## src/rtl/mbss_pkg.sv

```systemverilog
`timescale 1ns / 1ps
`default_nettype none

package mbss_pkg;

   // Signature geometry
   localparam int MAX_PATTERN_BYTES = 16;
   localparam int WINDOW_DEPTH      = MAX_PATTERN_BYTES - 1;
   localparam int LEN_W             = $clog2(MAX_PATTERN_BYTES + 1);
   localparam int POS_W             = $clog2(MAX_PATTERN_BYTES);

   // Register indexes on the csr port
   localparam int CSR_IDX_W = 3;
   localparam logic [CSR_IDX_W-1:0] CSR_PATTERN_LOW    = 3'd0;
   localparam logic [CSR_IDX_W-1:0] CSR_PATTERN_HIGH   = 3'd1;
   localparam logic [CSR_IDX_W-1:0] CSR_CARE_MASK      = 3'd2;
   localparam logic [CSR_IDX_W-1:0] CSR_PATTERN_LENGTH = 3'd3;
   localparam logic [CSR_IDX_W-1:0] CSR_MAX_HITS       = 3'd4;

   typedef logic [7:0] byte_type;

   // Configuration as seen by the datapath
   typedef struct packed {
      logic [63:0]      pattern_low;
      logic [63:0]      pattern_high;
      logic [15:0]      care_mask;
      logic [4:0]       pattern_length;
      logic [15:0]      max_hits;
   } cfg_type;

   // Control for one step of the scan stage
   typedef struct packed {
      logic advance;
      logic span_first;
      logic scan_first;
   } step_type;

   // Outcome of the hit gating
   typedef struct packed {
      logic        hit;
      logic [15:0] hit_index;
      logic        limit_reached;
   } hit_type;

   // Signature byte i out of the two pattern words
   function automatic byte_type sig_byte(input cfg_type cfg, input logic [POS_W-1:0] i);
      logic [127:0] pat;
      pat = {cfg.pattern_high, cfg.pattern_low};
      return pat[{i, 3'b000} +: 8];
   endfunction

endpackage

`default_nettype wire

```

## src/rtl/masked_byte_signature_scanner_core.sv

```systemverilog
`timescale 1ns / 1ps
`default_nettype none

// Wildcard byte signature scanner. Feed one memory byte per transfer with its
// offset; span_first clears the match window so hits never cross spans, and
// scan_first also restarts the hit count. A byte is registered, compared
// against all signature positions at once and, on a hit, a result carrying the
// window start offset, the hit index and the last-permitted-hit flag is
// registered for output. Throughput is one byte per clock while the result
// side keeps up; a byte passes through the input register and then the result
// register on its way to a hit. The csr port is always ready and should only be
// written while no bytes are in flight.
module masked_byte_signature_scanner_core (
   input  wire logic                               clock,
   input  wire logic                               reset,
   // byte stream
   input  wire logic                               req_valid,
   output logic                                    req_stall,
   input  wire logic [7:0]                         req_data_byte,
   input  wire logic [31:0]                        req_byte_offset,
   input  wire logic                               req_span_first,
   input  wire logic                               req_scan_first,
   // hits
   output logic                                    rsp_valid,
   input  wire logic                               rsp_stall,
   output logic [31:0]                             rsp_match_offset,
   output logic [15:0]                             rsp_hit_index,
   output logic                                    rsp_limit_reached,
   // register writes
   input  wire logic                               csr_valid,
   output logic                                    csr_ready,
   input  wire logic [mbss_pkg::CSR_IDX_W-1:0]     csr_index,
   input  wire logic [63:0]                        csr_data
);

   mbss_pkg::cfg_type  cfg_ff;
   mbss_pkg::step_type step;
   mbss_pkg::hit_type  hit;

   logic        s_valid_ff;
   logic        s_valid_in;
   logic [7:0]  s_byte_ff;
   logic [31:0] s_offset_ff;
   logic        s_span_ff;
   logic        s_scan_ff;
   logic        req_accept;
   logic        advance;
   logic        match;
   logic        rsp_valid_ff;
   logic        rsp_valid_in;
   logic [31:0] rsp_offset_ff;
   logic [15:0] rsp_index_ff;
   logic        rsp_limit_ff;

   // Register file
   assign csr_ready = 1'b1;

   always_ff @(posedge clock) begin
      if (reset) begin
         cfg_ff.pattern_low    <= 64'd0;
         cfg_ff.pattern_high   <= 64'd0;
         cfg_ff.care_mask      <= 16'd0;
         cfg_ff.pattern_length <= 5'd0;
         cfg_ff.max_hits       <= 16'd1;
      end else if (csr_valid && csr_ready) begin
         case (csr_index)
            mbss_pkg::CSR_PATTERN_LOW:    cfg_ff.pattern_low    <= csr_data;
            mbss_pkg::CSR_PATTERN_HIGH:   cfg_ff.pattern_high   <= csr_data;
            mbss_pkg::CSR_CARE_MASK:      cfg_ff.care_mask      <= csr_data[15:0];
            mbss_pkg::CSR_PATTERN_LENGTH: cfg_ff.pattern_length <= csr_data[4:0];
            mbss_pkg::CSR_MAX_HITS:       cfg_ff.max_hits       <= csr_data[15:0];
            default: begin
            end
         endcase
      end
   end

   // Stage handshake: the byte moves on when the result slot is free or draining
   assign advance    = s_valid_ff && (!rsp_valid_ff || !rsp_stall);
   assign req_stall  = s_valid_ff && !advance;
   assign req_accept = req_valid && !req_stall;
   assign s_valid_in = req_accept ? 1'b1 : (advance ? 1'b0 : s_valid_ff);

   always_ff @(posedge clock) begin
      if (reset) begin
         s_valid_ff <= 1'b0;
      end else begin
         s_valid_ff <= s_valid_in;
      end
   end

   // Input register payload
   always_ff @(posedge clock) begin
      if (req_accept) begin
         s_byte_ff   <= req_data_byte;
         s_offset_ff <= req_byte_offset;
         s_span_ff   <= req_span_first;
         s_scan_ff   <= req_scan_first;
      end
   end

   always_comb begin
      step.advance    = advance;
      step.span_first = s_span_ff;
      step.scan_first = s_scan_ff;
   end

   mbss_matcher u_matcher (
      .clock     (clock),
      .reset     (reset),
      .cfg       (cfg_ff),
      .step      (step),
      .data_byte (s_byte_ff),
      .match     (match)
   );

   mbss_hit_ctrl u_hit_ctrl (
      .clock    (clock),
      .reset    (reset),
      .max_hits (cfg_ff.max_hits),
      .step     (step),
      .match    (match),
      .result   (hit)
   );

   // Result register
   always_comb begin
      if (advance) begin
         rsp_valid_in = hit.hit;
      end else if (rsp_valid_ff && !rsp_stall) begin
         rsp_valid_in = 1'b0;
      end else begin
         rsp_valid_in = rsp_valid_ff;
      end
   end

   always_ff @(posedge clock) begin
      if (reset) begin
         rsp_valid_ff <= 1'b0;
      end else begin
         rsp_valid_ff <= rsp_valid_in;
      end
   end

   always_ff @(posedge clock) begin
      if (advance && hit.hit) begin
         // window start sits pattern_length-1 bytes back, modulo 2^32
         rsp_offset_ff <= s_offset_ff - (32'(cfg_ff.pattern_length) - 32'd1);
         rsp_index_ff  <= hit.hit_index;
         rsp_limit_ff  <= hit.limit_reached;
      end
   end

   assign rsp_valid         = rsp_valid_ff;
   assign rsp_match_offset  = rsp_offset_ff;
   assign rsp_hit_index     = rsp_index_ff;
   assign rsp_limit_reached = rsp_limit_ff;

endmodule

`default_nettype wire

```

## src/rtl/mbss_matcher.sv

```systemverilog
`timescale 1ns / 1ps
`default_nettype none

module mbss_matcher (
   input  wire logic               clock,
   input  wire logic               reset,
   input  wire mbss_pkg::cfg_type  cfg,
   input  wire mbss_pkg::step_type step,
   input  wire mbss_pkg::byte_type data_byte,
   output logic                    match
);

   mbss_pkg::byte_type            window_ff [mbss_pkg::WINDOW_DEPTH];
   mbss_pkg::byte_type            hist      [mbss_pkg::MAX_PATTERN_BYTES];
   logic [mbss_pkg::LEN_W-1:0]    fill_ff;
   logic [mbss_pkg::LEN_W-1:0]    fill_in;
   logic [mbss_pkg::LEN_W-1:0]    fill_base;
   logic [mbss_pkg::LEN_W-1:0]    len;
   logic [mbss_pkg::POS_W-1:0]    idx;
   logic                          clear;

   // History seen by this byte: current byte plus cleared or stored window
   always_comb begin
      clear   = step.span_first | step.scan_first;
      hist[0] = data_byte;
      for (int k = 1; k < mbss_pkg::MAX_PATTERN_BYTES; k++) begin
         hist[k] = clear ? 8'h00 : window_ff[k-1];
      end
      fill_base = clear ? '0 : fill_ff;
      if (fill_base < mbss_pkg::LEN_W'(mbss_pkg::MAX_PATTERN_BYTES)) begin
         fill_in = fill_base + 1'b1;
      end else begin
         fill_in = fill_base;
      end
   end

   // Parallel compare of every cared-for signature position
   always_comb begin
      len   = cfg.pattern_length;
      idx   = '0;
      match = (len != '0) && (len <= mbss_pkg::LEN_W'(mbss_pkg::MAX_PATTERN_BYTES)) &&
              (fill_in >= len);
      for (int i = 0; i < mbss_pkg::MAX_PATTERN_BYTES; i++) begin
         // signature byte i lines up with the byte len-1-i steps ago
         idx = mbss_pkg::POS_W'(len - 1'b1 - mbss_pkg::LEN_W'(i));
         if ((mbss_pkg::LEN_W'(i) < len) && cfg.care_mask[i] &&
             (hist[idx] != mbss_pkg::sig_byte(cfg, mbss_pkg::POS_W'(i)))) begin
            match = 1'b0;
         end
      end
   end

   // Shift the current byte into the window
   always_ff @(posedge clock) begin
      if (reset) begin
         for (int k = 0; k < mbss_pkg::WINDOW_DEPTH; k++) begin
            window_ff[k] <= 8'h00;
         end
         fill_ff <= '0;
      end else if (step.advance) begin
         for (int k = 0; k < mbss_pkg::WINDOW_DEPTH; k++) begin
            window_ff[k] <= hist[k];
         end
         fill_ff <= fill_in;
      end
   end

endmodule

`default_nettype wire

```

## src/rtl/mbss_hit_ctrl.sv

```systemverilog
`timescale 1ns / 1ps
`default_nettype none

module mbss_hit_ctrl (
   input  wire logic               clock,
   input  wire logic               reset,
   input  wire logic [15:0]        max_hits,
   input  wire mbss_pkg::step_type step,
   input  wire logic               match,
   output mbss_pkg::hit_type       result
);

   logic [15:0] hits_ff;
   logic [15:0] hits_in;
   logic [15:0] hits_base;
   logic [15:0] limit;

   // Gate matches by the per-scan hit budget
   always_comb begin
      hits_base            = step.scan_first ? 16'd0 : hits_ff;
      limit                = (max_hits == 16'd0) ? 16'd1 : max_hits;
      result.hit           = match && (hits_base < limit);
      result.hit_index     = hits_base;
      result.limit_reached = ({1'b0, hits_base} + 17'd1) >= {1'b0, limit};
      hits_in              = result.hit ? hits_base + 16'd1 : hits_base;
   end

   always_ff @(posedge clock) begin
      if (reset) begin
         hits_ff <= 16'd0;
      end else if (step.advance) begin
         hits_ff <= hits_in;
      end
   end

endmodule

`default_nettype wire

```

## config.mk

```make
export PLATFORM = sky130hd
export DESIGN_NAME = masked_byte_signature_scanner_core
export DESIGN_NICKNAME = d
export VERILOG_FILES = /design/src/rtl/mbss_pkg.sv /design/src/rtl/masked_byte_signature_scanner_core.sv /design/src/rtl/mbss_matcher.sv /design/src/rtl/mbss_hit_ctrl.sv
export SDC_FILE = /design/constraint.sdc
export NUM_CORES = 1
export LEC_CHECK = 0
export BUFFER_PORTS_ARGS = -buffer_cell sky130_fd_sc_hd__buf_4
export CORE_AREA = 2 2 282 284
export DETAILED_ROUTE_END_ITERATION = 10
export DIE_AREA = 0 0 284 286
export GPL_ROUTABILITY_DRIVEN = 0
export GPL_TIMING_DRIVEN = 1
export SLEW_MARGIN = 20
export SYNTH_ARGS = -nofsm -noshare
export SYNTH_HDL_FRONTEND = slang
export SYNTH_SLANG_ARGS = --single-unit
export TNS_END_PERCENT = 1
```

## constraint.sdc

```tcl
create_clock -name clock -period 13.5 [get_ports clock]
set_input_delay 0.675 -clock clock [delete_from_list [all_inputs] [get_ports clock]]
set_output_delay 0.675 -clock clock [all_outputs]
set_load 0.005 [all_outputs]
```

## Word-level counts from Yosys, hierarchy flattened

Memory sizes are Yosys's and may differ from the RTL's.
Index checks and enable logic that the tools add are counted.

- Magnitude comparators: 37
- Shifts and indexed selects: 0
- Equal/unequal tests: 20
- Div/mod/pow operators: 0
- Add/subtract/negate cells: 21
- $mul: 0
- Muxes and demuxes: 108
- Reductions and logical operators: 55
- Bitwise gates (word level): 32

Operator list:

| operator | count |
|---|---|
| $bmux 8 s4 | 16 |
| $mux 8 | 62 |
| $ne 8x8->1 | 16 |
| $ge 5x5->1 const B | 16 |
| $not 4->5 | 16 |
| $mux 16 | 3 |
| $logic_and 1x1->1 | 40 |
| $lt 4x5->1 const A | 8 |
| $sub 32x32->32 | 1 |
| $sub 4x4->4 const B | 8 |
| $mux 1 | 25 |
| $lt 3x5->1 const A | 4 |
| $add 16x1->17 const B | 1 |
| $ge 17x16->1 | 1 |
| $add 16x1->16 const B | 1 |
| $logic_not 16->1 | 1 |
| $lt 16x16->1 | 1 |
| $or 1x1->1 | 16 |
| $sub 4x3->4 const B | 4 |
| $lt 1x5->1 const A | 2 |
| $lt 2x5->1 const A | 2 |
| $mux 5 | 2 |
| $reduce_and 2->1 | 5 |
| $sub 4x1->4 const B | 2 |
| 14 further kinds | 20 |

- Flip-flop bits (word level): 279
- Memory bits (read-only): 0
- Input bits: 114
- Memories: 1
- Memory bits (writable): 120
- Latch bits: 0
- Logic and storage cells: 290

Memory list:

| memory | words | bits a word | read ports | clocked after Yosys merged registers in | write ports | line | text |
|---|---|---|---|---|---|---|---|
| u_matcher.window_ff | 15 | 8 | 15 | 0 | 15 | mbss_matcher.sv:13 | `mbss_pkg::byte_type window_ff [mbss_pkg::WINDOW_DEPTH];` |

## Logic depth before layout (Yosys ltp)

Gate-level depths: netlist of run 1.

- Word-level depth: 25
- Mapped depth: 26
- Depth with buffers taken out: 18

## Modules after synthesis

From an unflattened synthesis of run 1, not the netlist that was laid out.

- Cells, all modules: 3038
- Area, all modules: 27879.2 µm²

By module, submodules not included:

| module | times used | cells each | seq. area each (µm²) | area an instance (µm²) |
|---|---|---|---|---|
| mbss_matcher | 1 | 1706 | 3703.6 | 15748.9 |
| masked_byte_signature_scanner_core | 1 | 1081 | 6075.8 | 10218.6 |
| mbss_hit_ctrl | 1 | 251 | 320.3 | 1911.8 |

## Least setup slack after synthesis of run 1

No wires, ideal clock.

- Path kind: reg-to-reg
- Start: register cfg_ff[16] in the netlist's numbering
- End: register rsp_index_ff[0] (netlist: rsp_hit_index[0]) (enable)
- Cell stages (with the launch flop): 22
- Data arrival time: 6.782 ns
- Buffers on the path: 8
- Setup slack: 6.283 ns
- Period minus slack after synthesis: 7.217 ns
- Path through: dfxtp_1 > buf_6 > inv_2 > ha_1 > buf_2 > buf_2 > inv_1 > clkbuf_1 > buf_1 > buf_1 > ha_1 > buf_2 > buf_1 > o21ai_0 > o21ai_1 > mux2i_1 > xnor2_1 > or4_1 > o41ai_2 > o2111ai_1 > or3b_4 > nor4_4

- Cells in the longest elaborated chain, start to end: 25

RTL lines:

| item | line | text |
|---|---|---|
| start: declaration | masked_byte_signature_scanner_core.sv:36 | `mbss_pkg::cfg_type cfg_ff;` |
| $sub 4x1->4 | mbss_matcher.sv:45 | `idx = mbss_pkg::POS_W'(len - 1'b1 - mbss_pkg::LEN_W'(i));` |
| $sub 4x1->4 or $not 4->5 (tied branches) | mbss_matcher.sv:45, mbss_matcher.sv:47 |  |
| $not 4->5 (not written as such) or $bmux 8 s4 (tied branches) | mbss_matcher.sv:47 | `(hist[idx] != mbss_pkg::sig_byte(cfg, mbss_pkg::POS_W'(i)))) begin` |
| $bmux 8 s4 or $mux 8 (tied branches) | mbss_matcher.sv:47 |  |
| $mux 8 (not written as such) | mbss_matcher.sv:47 |  |
| $mux 8 (not written as such) or $ne 8x8->1 (tied branches) | mbss_matcher.sv:47 |  |
| $ne 8x8->1 or $logic_and 1x1->1 (tied branches) | mbss_matcher.sv:47, mbss_matcher.sv:46 |  |
| $logic_and 1x1->1 or $mux 1 (tied branches) | mbss_matcher.sv:46 | `if ((mbss_pkg::LEN_W'(i) < len) && cfg.care_mask[i] &&` |
| $mux 1 (14 in a row) | mbss_matcher.sv:46 |  |
| $mux 1 * | mbss_matcher.sv:46 |  |
| $logic_and 1x1->1 * | mbss_hit_ctrl.sv:22 | `result.hit = match && (hits_base < limit);` |
| $logic_and 1x1->1 * | masked_byte_signature_scanner_core.sv:146 | `if (advance && hit.hit) begin` |
| end signal: assignment | masked_byte_signature_scanner_core.sv:149 | `rsp_index_ff <= hit.hit_index;` |
| end: declaration | masked_byte_signature_scanner_core.sv:52 | `logic [15:0] rsp_index_ff;` |

Every way passes the cells marked *; elsewhere a longest branch is shown, timed or not. The select of a mux whose other input is x is not followed.
A chain may end at the register's enable or synchronous reset.

## Worst setup path in the final report of run 1

- Start: register cfg_ff[16] in the netlist's numbering
- End: register rsp_offset_ff[13] (netlist: rsp_match_offset[13]) (enable)

- Cells in the longest elaborated chain, start to end: 25

RTL lines:

| item | line | text |
|---|---|---|
| $sub 4x1->4 | mbss_matcher.sv:45 |  |
| $sub 4x1->4 or $not 4->5 (tied branches) | mbss_matcher.sv:45, mbss_matcher.sv:47 |  |
| $not 4->5 (not written as such) or $bmux 8 s4 (tied branches) | mbss_matcher.sv:47 |  |
| $bmux 8 s4 or $mux 8 (tied branches) | mbss_matcher.sv:47 |  |
| $mux 8 (not written as such) | mbss_matcher.sv:47 |  |
| $mux 8 (not written as such) or $ne 8x8->1 (tied branches) | mbss_matcher.sv:47 |  |
| $ne 8x8->1 or $logic_and 1x1->1 (tied branches) | mbss_matcher.sv:47, mbss_matcher.sv:46 |  |
| $logic_and 1x1->1 or $mux 1 (tied branches) | mbss_matcher.sv:46 |  |
| $mux 1 (14 in a row) | mbss_matcher.sv:46 |  |
| $mux 1 * | mbss_matcher.sv:46 |  |
| $logic_and 1x1->1 * | mbss_hit_ctrl.sv:22 |  |
| $logic_and 1x1->1 * | masked_byte_signature_scanner_core.sv:146 |  |
| end signal: assignment | masked_byte_signature_scanner_core.sv:148 | `rsp_offset_ff <= s_offset_ff - (32'(cfg_ff.pattern_length) - 32'd1);` |
| end: declaration | masked_byte_signature_scanner_core.sv:51 | `logic [31:0] rsp_offset_ff;` |

Marked as above.

==> metrics.md, run 1 <==
| Metric | Value |
|---|---|
| Placed inst area | 0.0291 mm² |
| WP data required | 13720 ps |
| Final setup viols | 0 |
| Register bit count reported by yosys | 399 |
| Share of layout cells above drive strength 1 | 15.4% |
| Crit path max fanout | 54 |
| Die Width | 284 µm |
| Leak | 11.3 nW |
| CP Launch Type | flip-flop |
| ANT cells | 0 |
| Final net count | 3145 |
| Top_reg_cell synth | edfxtp_1 |
| Vias in the first global route | 21.8k |
| R2r endpoint | rsp_match_offset[13] |
| Largest stage delay on the critical path | 880 ps |
| Peak supply drop | 0.0837 mV |
| Routed Wire Length | 96.8 mm |
| Initial antenna violation count | 0 |
| Final Skew | 34.5 ps |
| Setup TNS Final | 0 ps |
| R2R cell count | 18 |
| Mapped Nets | 3101 |
| Syn Inst Count | 2908 |
| Die Ht | 286 µm |
| Post-synthesis area per instance | 9.33 µm² |
| Min-delay worst type | in -> reg |
| PortBufs | 164 |
| R2R setup slack | 6150 ps |
| Slowest CP cell | a2111oi_0 |
| Min-delay src | req_byte_offset[1] |
| Clk_lat worst skew | 610 ps |
| Setup Buffers After CTS | 0 |
| CP Buf/Inv Count | 6 |
| Post-synth EDFFs | 211 |
| WHS Endpoint | s_offset_ff[1] |
| Count of pins over their slew limit | 0 |
| Rows | 103 |
| Ys async rst share | 0% |
| Clock-pin slew on the worst setup and hold paths | 70 ps |
| Cell mode on critical path | buf_4 |
| Layout area overhead | 13.5% |
| Crit. End Element | flip-flop |
| Period utilization | 54.5% |
| Final Power | 3.36 mW |
| Run status | completed |
| Final hold viol count | 0 |
| Vias post-DR | 23.2k |
| RSZ-0062 raised after global routing | false |
| Sequential share of the synthesized area | 37.2% |
| DIE AREA | 0.0812 mm² |
| Largest net degree at the start of global routing | 106 |
| YS warnings | 0 |
| Clock buffer depth | 3 |
| Final instance area | 0.0308 mm² |
| Core area | 0.0784 mm² |
| Max Cap Viol | 0 |
| Hold depth | 1 |
| All-Layer GR Usage | 23.2% |
| First-pass GRT wire length | 144 mm |
| 1st-iter DRT viols | 2763 |
| Fill cells | 7864 |
| Via density | 5.74 |
| Max-slew headroom | 25.7% |
| Period minus WS final | 7350 ps |
| Initial Utilization | 34.6% |
| Drt pass-1 iters | 5 |
| Root cell of the clock tree | clkbuf_16 |
| Arr. time, crit path | 7570 ps |
| DR WL/cell | 24.0 µm |
| CTS tree | built |
| DRC Markers | 0 |
| DP HPWL | 70.7 mm |
| Fmax | 0.136 GHz |
| Reg-to-reg startpoint | cfg_ff[16] |
| CP Class | reg -> reg |
| CTS resizes | 0 |
| Pwr Density | 109 mW/mm² |
| Inserted Clock Buffers | 47 |
| CP cell instances | buf_4 -> inv_2 -> ha_4 -> inv_1 -> buf_4 -> ha_2 -> buf_4 -> mux2i_1 -> o22ai_1 -> nor3_1 -> xor2_1 -> o2111ai_1 -> a2111oi_0 -> a21oi_1 -> a32oi_1 -> nand3_1 -> nor4_4 -> buf_4 |
| # clock sinks | 399 |
| GRT Residual Overflow | 0 |
| Post-route ant nets | 0 |
| Critical path's top delay family | buffers and inverters |
| Count of unique library cells instantiated by Yosys | 97 |
| Hold_buf cts | 0 |
| Slew @ Worst Pin | 1090 ps |
| CTS H-tree lvls | 2 |
| # IOs | 166 |
| Worst hold slack | 256 ps |
| Post-Syn Area | 0.0271 mm² |
-- power breakdown --
group / total [mW] / internal, mW / switching, mW
Combinational: 0.562 / 0.220 / 0.342
Sequential: 1.38 / 1.33 / 0.0521
Clock: 1.42 / 0.850 / 0.565
Total: 3.36 / 2.40 / 0.959
-- layout by cell type, fill, tap and decap left out, types with 11 or more instances in the layout --
cell type  count
o22ai_1       20
nand4_1       44
nand2b_1      14
dfxtp_1      187
mux2_2        47
nand3_1       53
xnor2_1      162
mux2i_1      126
nor3_1        75
o21a_1        21
nand2_1      441
o21ai_0       87
mux4_2        79
and3_1        72
edfxtp_1     211
a21oi_1      255
a211oi_1      12
and2_1       108
o211ai_1      13
xor2_1       111
buf_4        195
ha_1          75
a21o_1        13
nor4_1        32
inv_1         47
a32oi_1       11
a41oi_1       11
nor2b_1       27
clkbuf_16     52
nor2_1       134
a31oi_1       29
-- registers in the layout, summed over array words and instances (netlist names) --
signal               flops
rsp_valid                1
s_scan_ff                1
u_hit_ctrl.hits_ff      16
rsp_match_offset        32
rsp_hit_index           16
rsp_limit_reached        1
u_matcher.fill_ff        5
s_span_ff                1
u_matcher.window_ff    120
s_byte_ff                8
s_valid_ff               1
cfg_ff                 165
s_offset_ff             32
-- Yosys cell counts (all sizes together), types with 13 or more instances --
master	n	share of area, %
and2	111	2.6
xor2	113	3.7
nand4	44	1.0
a21oi	256	4.7
o21a	21	0.58
edfxtp	211	23
nand2	443	6.1
nand2b	14	0.32
ha	78	3.6
mux2i	126	4.6
o21ai	92	1.7
a21o	13	0.36
nor4	33	0.82
buf	92	1.9
dfxtp	188	14
o211ai	13	0.36
nand3	53	0.98
o22ai	20	0.46
nor3	78	1.5
inv	50	0.69
nor2	136	1.9
xnor2	167	5.5
nor2b	28	0.65
mux4	79	6.6
clkbuf	109	1.5
a31oi	29	0.67
mux2	49	2.1
and3	72	1.7
-- area by class of cell --
| type | count | area [µm²] | share of cell area (%) |
|---|---|---|---|
| timing repair buffer | 196 | 1480 | 4.79 |
| clock inverter | 28 | 357 | 1.16 |
| sequential | 399 | 10100 | 32.8 |
| clock buffer | 60 | 1350 | 4.39 |
| tap | 1050 | 1310 | 4.27 |
| multi-input combinational | 2258 | 16000 | 52.0 |
| inverter | 50 | 188 | 0.610 |
-- metrics by stage --
step	cells	util [%]	worst slack, ps
4_1_cts	4041	39.3	6390
5_1_grt	4041	39.3	5920
6_report	4041	39.3	6150
3_3_place_gp	3953	37.1	6420
2_1_floorplan	2908	-	6280
3_5_place_dp	3953	37.1	6410
-- kinds of logic after synthesis --
kind of cell	after synthesis	synth area share, %
and+or+nand+nor	1075	19.4
xor gates and xnor gates	281	9.31
adders and majority gates	79	3.67
AOI/OAI and AO/OA	568	13.0
DFF	399	37.2
buffers and inverters	251	4.14
other	1	0.0138
muxes	254	13.3
-- worst max-delay path by stage --
stage / startpoint / endpoint / slack (ps) / depth (start not counted)
2_1_floorplan: cfg_ff[16] / rsp_hit_index[0] / 6280 / 21
3_3_place_gp: cfg_ff[16] / u_hit_ctrl.hits_ff[6] / 6420 / 20
3_5_place_dp: cfg_ff[16] / rsp_match_offset[11] / 6410 / 18
4_1_cts: cfg_ff[16] / rsp_match_offset[25] / 6390 / 18
5_1_grt: cfg_ff[16] / u_hit_ctrl.hits_ff[6] / 5920 / 20
6_report: cfg_ff[16] / rsp_match_offset[13] / 6150 / 18
-- metal layers --
| metal | part of all wire, % | wire [µm] | vias to the layer above | track usage [%] |
|---|---|---|---|---|
| li1 | - | - | 10600 | - |
| met1 | 40 | 38400 | 11200 | 29.6 |
| met2 | 46 | 44400 | 1109 | 37.5 |
| met3 | 8.1 | 7880 | 240 | 4.05 |
| met4 | 6.3 | 6060 | 0 | 12.4 |
| met5 | 0 | 0 | - | 0 |
Power figures use the tool's default switching activity.
==> run 2: changes to the inputs <==
Settings changed: ABC_AREA set to 1, CORE_AREA 2 2 282 284 to 2 2 278 280, DIE_AREA 0 0 284 286 to 0 0 280 282.
Clock period 13.5 ns to 6 ns, I/O delays scaled along.
==> metrics.md, run 2 <==
| Metric | Value |
|---|---|
| DP HPWL | 77.3 mm |
| Vias in the first global route | 24.7k |
| Final Skew | 37.8 ps |
| CTS resizes | 0 |
| Synth area leader | edfxtp_1 |
| Core area | 0.0757 mm² |
| Rows | 101 |
| CP Launch Type | flip-flop |
| Top_reg_cell synth | edfxtp_1 |
| All-Layer GR Usage | 25.3% |
| Slew @ Worst Pin | 1030 ps |
| Placed Cells incl. Taps | 4706 |
| Reg-to-reg startpoint | cfg_ff[16] |
| YS warnings | 0 |
| Max-slew headroom | 31.5% |
| Clock-pin slew on the worst setup and hold paths | 60 ps |
| Arr. time, crit path | 5750 ps |
| Die Width | 280 µm |
| Share of layout cells above drive strength 1 | 8.46% |
| Ys async rst share | 0% |
| DIE AREA | 0.0790 mm² |
| Die Ht | 282 µm |
| Worst hold slack | 18.2 ps |
| Post-synth EDFFs | 211 |
| Final WS setup | 549 ps |
| Most frequent cells in the layout | nand3_1 (1098), nand2_1 (760), nor2_1 (282) |
| Pre-CTS setup slack | 813 ps |
| Final setup viols | 0 |
| Run status | completed |
| DRC Markers | 0 |
| Period minus WS final | 5450 ps |
| Most instantiated cells after synthesis | nand3_1 (1099), nand2_1 (760), inv_1 (285) |
| Fmax | 0.183 GHz |
| Post-route ant nets | 0 |
| Layout area overhead | 17.1% |
| Count of unique library cells instantiated by Yosys | 47 |
| Drt pass-1 iters | 9 |
| Post-synthesis area per instance | 7.04 µm² |
| Layout Cells excl Fill | 4902 |
| Clock buffer depth | 3 |
| Clk_lat worst skew | 630 ps |
| Initial antenna violation count | 0 |
| Final net count | 4076 |
| Max Cap Viol | 0 |
| CP Class | reg -> reg |
| Final hold viol count | 0 |
| Vias post-DR | 27.5k |
| Post-Syn Area | 0.0263 mm² |
| First-pass GRT wire length | 152 mm |
| Crit. End Element | flip-flop |
| Initial Utilization | 34.7% |
| Cell with the most instances after synthesis | nand3_1 |
| GRT Residual Overflow | 0 |
| Sequential share of the synthesized area | 38.4% |
| CTS tree | built |
| Setup TNS Final | 0 ps |
| Most common cell after layout, fill and taps aside | nand3_1 |
| Biggest regs | cfg_ff (165), u_matcher.window_ff (120) |
| ANT cells | 0 |
| Crit path max fanout | 101 |
| Post-synth top area share | 24.1% |
| Min-delay src | csr_data[56] |
| Syn Inst Count | 3732 |
| Setup Buffers After CTS | 0 |
| Peak supply drop | 0.207 mV |
| RSZ-0062 raised after global routing | false |
| Min-delay worst type | in -> reg |
| DR WL/cell | 20.9 µm |
| Setup crit start | cfg_ff[16] |
| Largest net degree at the start of global routing | 102 |
| Count of pins over their slew limit | 0 |
| WP data required | 6300 ps |
| PortBufs | 164 |
| Via density | 5.61 |
| Top reg by flops | cfg_ff |
| Root cell of the clock tree | clkbuf_16 |
| Register bit count reported by yosys | 399 |
| Pwr Density | 277 mW/mm² |
| Mapped Nets | 3925 |
| Inserted Clock Buffers | 49 |
| 1st-iter DRT viols | 3695 |
| # clock sinks | 399 |
| Area contributors post-synth | edfxtp_1 (24%), nand3_1 (21%), dfxtp_1 (14%) |
| CTS H-tree lvls | 2 |
| Leak | 13.4 nW |
| Period utilization | 90.9% |
| Number of flip-flops in the largest register | 165 |
| Routed Wire Length | 103 mm |
| # IOs | 166 |
[run 2: final cells by class]
| type | instances | area, µm² |
|---|---|---|
| fill | 7850 | 44900 |
| clock buffer | 72 | 1430 |
| inverter | 297 | 1130 |
| tap | 978 | 1220 |
| timing repair buffer | 305 | 2600 |
| multi-input combinational | 2831 | 14100 |
| clock inverter | 20 | 235 |
| sequential | 399 | 10100 |
[run 2: repair_timing]
action | CTS | global route
hold buffers | 104 | 0
endpoints found under the hold margin | 142 | 0
endpoints found under the setup margin | 0 | 0
[run 2: final timing paths]
kind / to / slack [ps] / cells past startpoint
min: cfg_ff[157] / 20 / 3
min reg2reg: u_hit_ctrl.hits_ff[8] / 450 / 2
max reg2reg: rsp_match_offset[19] / 550 / 20
max: rsp_match_offset[19] / 550 / 20
[run 2: power by group]
| part | internal (mW) | switching [mW] |
|---|---|---|
| clock network | 1.80 | 1.29 |
| registers | 3.03 | 0.109 |
| logic | 0.741 | 1.56 |
[run 2: worst max-delay path, stage by stage (launching register included)]
cell and delay [ps]:
dfxtp_4 630, buf_4 850, nand2_1 220, nand2_4 620
nand3_1 330, nand3_1 260, nand3_1 130, nand2_1 100
nand2_1 50, nand2_1 50, nand2_1 50, inv_1 40
nand2_1 60, nor2_1 320, nor2_1 80, nor2_1 130
nand2_1 140, nor2_4 230, nand3_2 150, inv_2 340
buf_12 270
[run 2: layer usage]
| metal | share of wire [%] | vias up | wire length [µm] | GRT usage, % |
|---|---|---|---|---|
| met2 | 44 | 1451 | 45200 | 39.8 |
| met3 | 9.8 | 302 | 10100 | 5.33 |
| met1 | 40 | 12700 | 41100 | 32.7 |
| met5 | 0 | - | 0 | 0 |
| li1 | - | 13100 | - | - |
| met4 | 6.1 | 0 | 6280 | 13.4 |
[run 2: through the flow]
stage	cell area, µm²	utilization, %	power (mW)
after global routing	30800	40.7	8.95
final	30800	40.7	8.54
after floorplan	26300	-	4.71
after CTS	30800	40.7	8.53
after global placement	28100	37.1	5.37
after detailed placement	28100	37.1	5.38
[run 2: logic make-up (layout without fill, tap and decap cells)]
| kind of cell | after synthesis | count (layout) | share of synthesized area (%) |
|---|---|---|---|
| other cells | 1 | 1 | 0.0143 |
| simple gates | 2299 | 2299 | 39.9 |
| compound gates | 402 | 402 | 7.98 |
| fa+ha+maj | 79 | 79 | 3.79 |
| buf+inv | 502 | 694 | 8.20 |
| xor+xnor | 50 | 50 | 1.67 |
| flops | 399 | 399 | 38.4 |
